`config.mk`:
```
export PLATFORM = sky130hd
export DESIGN_NAME = lca_ram
export DESIGN_NICKNAME = d
export VERILOG_FILES = /design/src/design/lca_ram.sv
export SDC_FILE = /design/constraint.sdc
export NUM_CORES = 1
export LEC_CHECK = 0
export ABC_CLOCK_PERIOD_IN_PS = 2250
export BUFFER_PORTS_ARGS = -buffer_cell sky130_fd_sc_hd__buf_2
export CAP_MARGIN = 20
export CORE_UTILIZATION = 45
export DETAILED_ROUTE_END_ITERATION = 10
export SKIP_LAST_GASP = 1
export SLEW_MARGIN = 25
export SYNTH_ARGS = -nofsm -noshare
export SYNTH_HDL_FRONTEND = slang
export SYNTH_SLANG_ARGS = --single-unit
```
`constraint.sdc`:
```
create_clock -name clk -period 2.25 [get_ports clk]
set_input_delay 0.225 -clock clk [delete_from_list [all_inputs] [get_ports clk]]
set_output_delay 0.225 -clock clk [all_outputs]
set_load 0.05 [all_outputs]
```
`src/design/lca_ram.sv`:
```
// lca_ram: generic simple dual-port ram, one write port and one registered read port
// no dependencies
`default_nettype none

module lca_ram #(
  parameter int WIDTH = 8,
  parameter int DEPTH = 16
) (
  input  wire logic                     clk,
  input  wire logic                     we,
  input  wire logic [$clog2(DEPTH)-1:0] waddr,
  input  wire logic [WIDTH-1:0]         wdata,
  input  wire logic [$clog2(DEPTH)-1:0] raddr,
  output logic      [WIDTH-1:0]         rdata
);

  logic [WIDTH-1:0] mem [DEPTH];

  // write port, read data registered; a read of an address being written returns the old data
  always_ff @(posedge clk) begin
    if (we) begin
      mem[waddr] <= wdata;
    end
    rdata <= mem[raddr];
  end

endmodule

`default_nettype wire

```
==> impl_metrics.ini <==
[timing]
worst_clock_skew_ns = 0.00689
hold_violations = 0
slew_headroom = 0.697
slew_viol_final = 0
fin_crit_ns = 1.46
max_freq_mhz = 683
finalWorstSetupSlack_ns = 0.787
tns_ns = 0
grt_setup_unrepaired = no
finalSetupViolCount = 0
fin_crit_sh = 0.650
tightestPinTransition_ns = 0.455

[drt]
wl_per_cell_um = 22.7
routed_wl_mm = 9.95
postRouteAntennaNets = 0
avgViaCountPerCell = 5.63
drc = 0
highest_layer = met4
route.met3.wl_um = 369
first_iter_violations = 185
wl_met1_mm = 4.50
routed-wl-met2_mm = 4.99
vias = 2470
first_pass_iters = 5

[cells_and_area]
final_cell_mix = edfxtp_1, buf_2, buf_4, mux4_2, clkbuf_16
finalInstanceArea_um2 = 6200
area_delta_synth_final_pct = 20.4
antennaDiodeCount = 0
layout.nets = 304
final_common_cell = edfxtp_1
drive_above_1_share = 0.328

[grt]
grt_usage = 0.189
grt_max_degree = 18
grt_pass1_wl_mm = 15.1
antenna_found_initial = 0
grt-ovfl-total = 0
grt_pass1_vias = 2604

[synth]
ys_types = 19
yosys_warnings = 0
synth-seq-area-share = 0.778
syn_inst = 229
avgSynthCellArea_um2 = 22.5
postSynthRegisterBits = 136
synth_fp_nets = 247
netlist_area_um2 = 5150

[clocking]
clkTransAtPathRegs_ns = 0.06
cts_made_buffers = 17
clockBufferDepth = 2
post_cts_resized = 0
cts_tree = done
postCtsHoldBufs = 0
post_cts_buffers = 0
clockRootBuffer = clkbuf_16
cts_sinks = 136
clk_latency_ns = 0.41
htree_levels = 4

[worst_setup_path]
required_ns = 2.53
path_cells = buf_2 -> buf_4 -> mux4_1 -> a22oi_1 -> nand2_1
cp_slowest_stage_delay_ns = 0.58
cp-end-kind = register
critical-path-top-delay-family = buffers and inverters
cp_num_buf_inv = 2
worstSetupPathType = in -> reg
start_kind = input pin
worstPathArrival_ns = 1.75
slowest_stage = mux4_1
path_max_fanout = 11

[worst_hold_path]
hp-class = in -> reg

[pwr]
p_per_area_nw_per_um2 = 997
p_leak_nw = 2.13
peakVddDrop_v = 0.000445

[die]
start_util = 0.469
die_w_um = 109
die_y_um = 109
placementRows = 38
die_area_um2 = 11900
core_region_area_um2 = 11000
ios = 26

[placement]
port_buffers = 25
dpl_cell_area_um2 = 5550
post-place-ws_ns = 0.391
place_congestion = 0.825
hpwl_mm = 6.52

[job]
cap_viol_max_count = 0

[status]
status = completed
-- where the power goes --
part | switching, mW | internal, mW | total [mW]
sequential | 0.0178 | 2.83 | 2.85
combinational | 0.205 | 0.116 | 0.321
clock | 0.994 | 2.02 | 3.01
total | 1.22 | 4.96 | 6.18
-- sequential cells by signal, summed over array words and instances, names as in the netlist --
name / flops
rdata: 8
mem: 128
-- worst paths after layout --
| check | startpoint | to | slack [ns] | depth (start not counted) |
|---|---|---|---|---|
| min | wdata[7] | mem[12][7] | 0.20 | 1 |
| min reg2reg | mem[14][5] | rdata[5] | 0.66 | 3 |
| max | raddr[0] | rdata[1] | 0.79 | 5 |
| max reg2reg | mem[2][3] | rdata[3] | 0.90 | 3 |
-- worst reg2reg max path: stages, from the launching register on --
cell	delay (ns)
edfxtp_1	0.36
mux4_1	0.49
a22oi_1	0.30
nand2_1	0.08
-- metrics by stage --
stage	hold slack (ns)	cells	utilization	power, mW
final	0.200	439	0.564	6.18
after global routing	0.199	439	0.564	6.35
after CTS	0.192	439	0.564	6.22
after detailed placement	0.624	407	0.505	3.23
after global placement	0.604	407	0.505	3.22
after floorplan	0.324	229	-	3.10
-- cell type report --
class	instances	area, um2
Multi-Input combinational cell	83	1060
Timing Repair Buffer	48	310
Fill cell	834	4780
Clock inverter	13	200
Clock buffer	19	453
Sequential cell	136	4000
Tap cell	140	175
-- logic make-up (layout without fill, tap and decap cells) --
family,Yosys count,in the layout,share of synthesized area
DFF,136,136,0.778
muxes,32,32,0.150
and+or+nand+nor,35,35,0.0318
AOI/OAI and AO/OA,16,16,0.0233
buffers and inverters,10,80,0.0168
-- cells in the mapped netlist --
cell type,count,share of area
edfxtp_1,128,0.75
mux4_2,18,0.079
a22oi_1,16,0.023
mux4_1,14,0.071
nor2_1,13,0.0095
nand2_1,9,0.0066
dfxtp_1,8,0.031
nor3_1,4,0.0039
buf_2,3,0.0029
buf_6,3,0.0066
clkdlybuf4s25_2,3,0.0058
nand2b_1,2,0.0024
nand3b_1,2,0.0029
and2_1,1,0.0012
and2b_1,1,0.0015
buf_4,1,0.0015
nand3_1,1,0.00097
nor2b_1,1,0.0012
or3b_2,1,0.0017
-- layer usage --
metal | vias to the layer above | track usage
met5 | - | 0
met4 | 0 | 0.0666
met3 | 7 | 0.0502
met2 | 72 | 0.304
met1 | 1298 | 0.250
li1 | 1093 | -
Power figures use the tool's default switching activity.
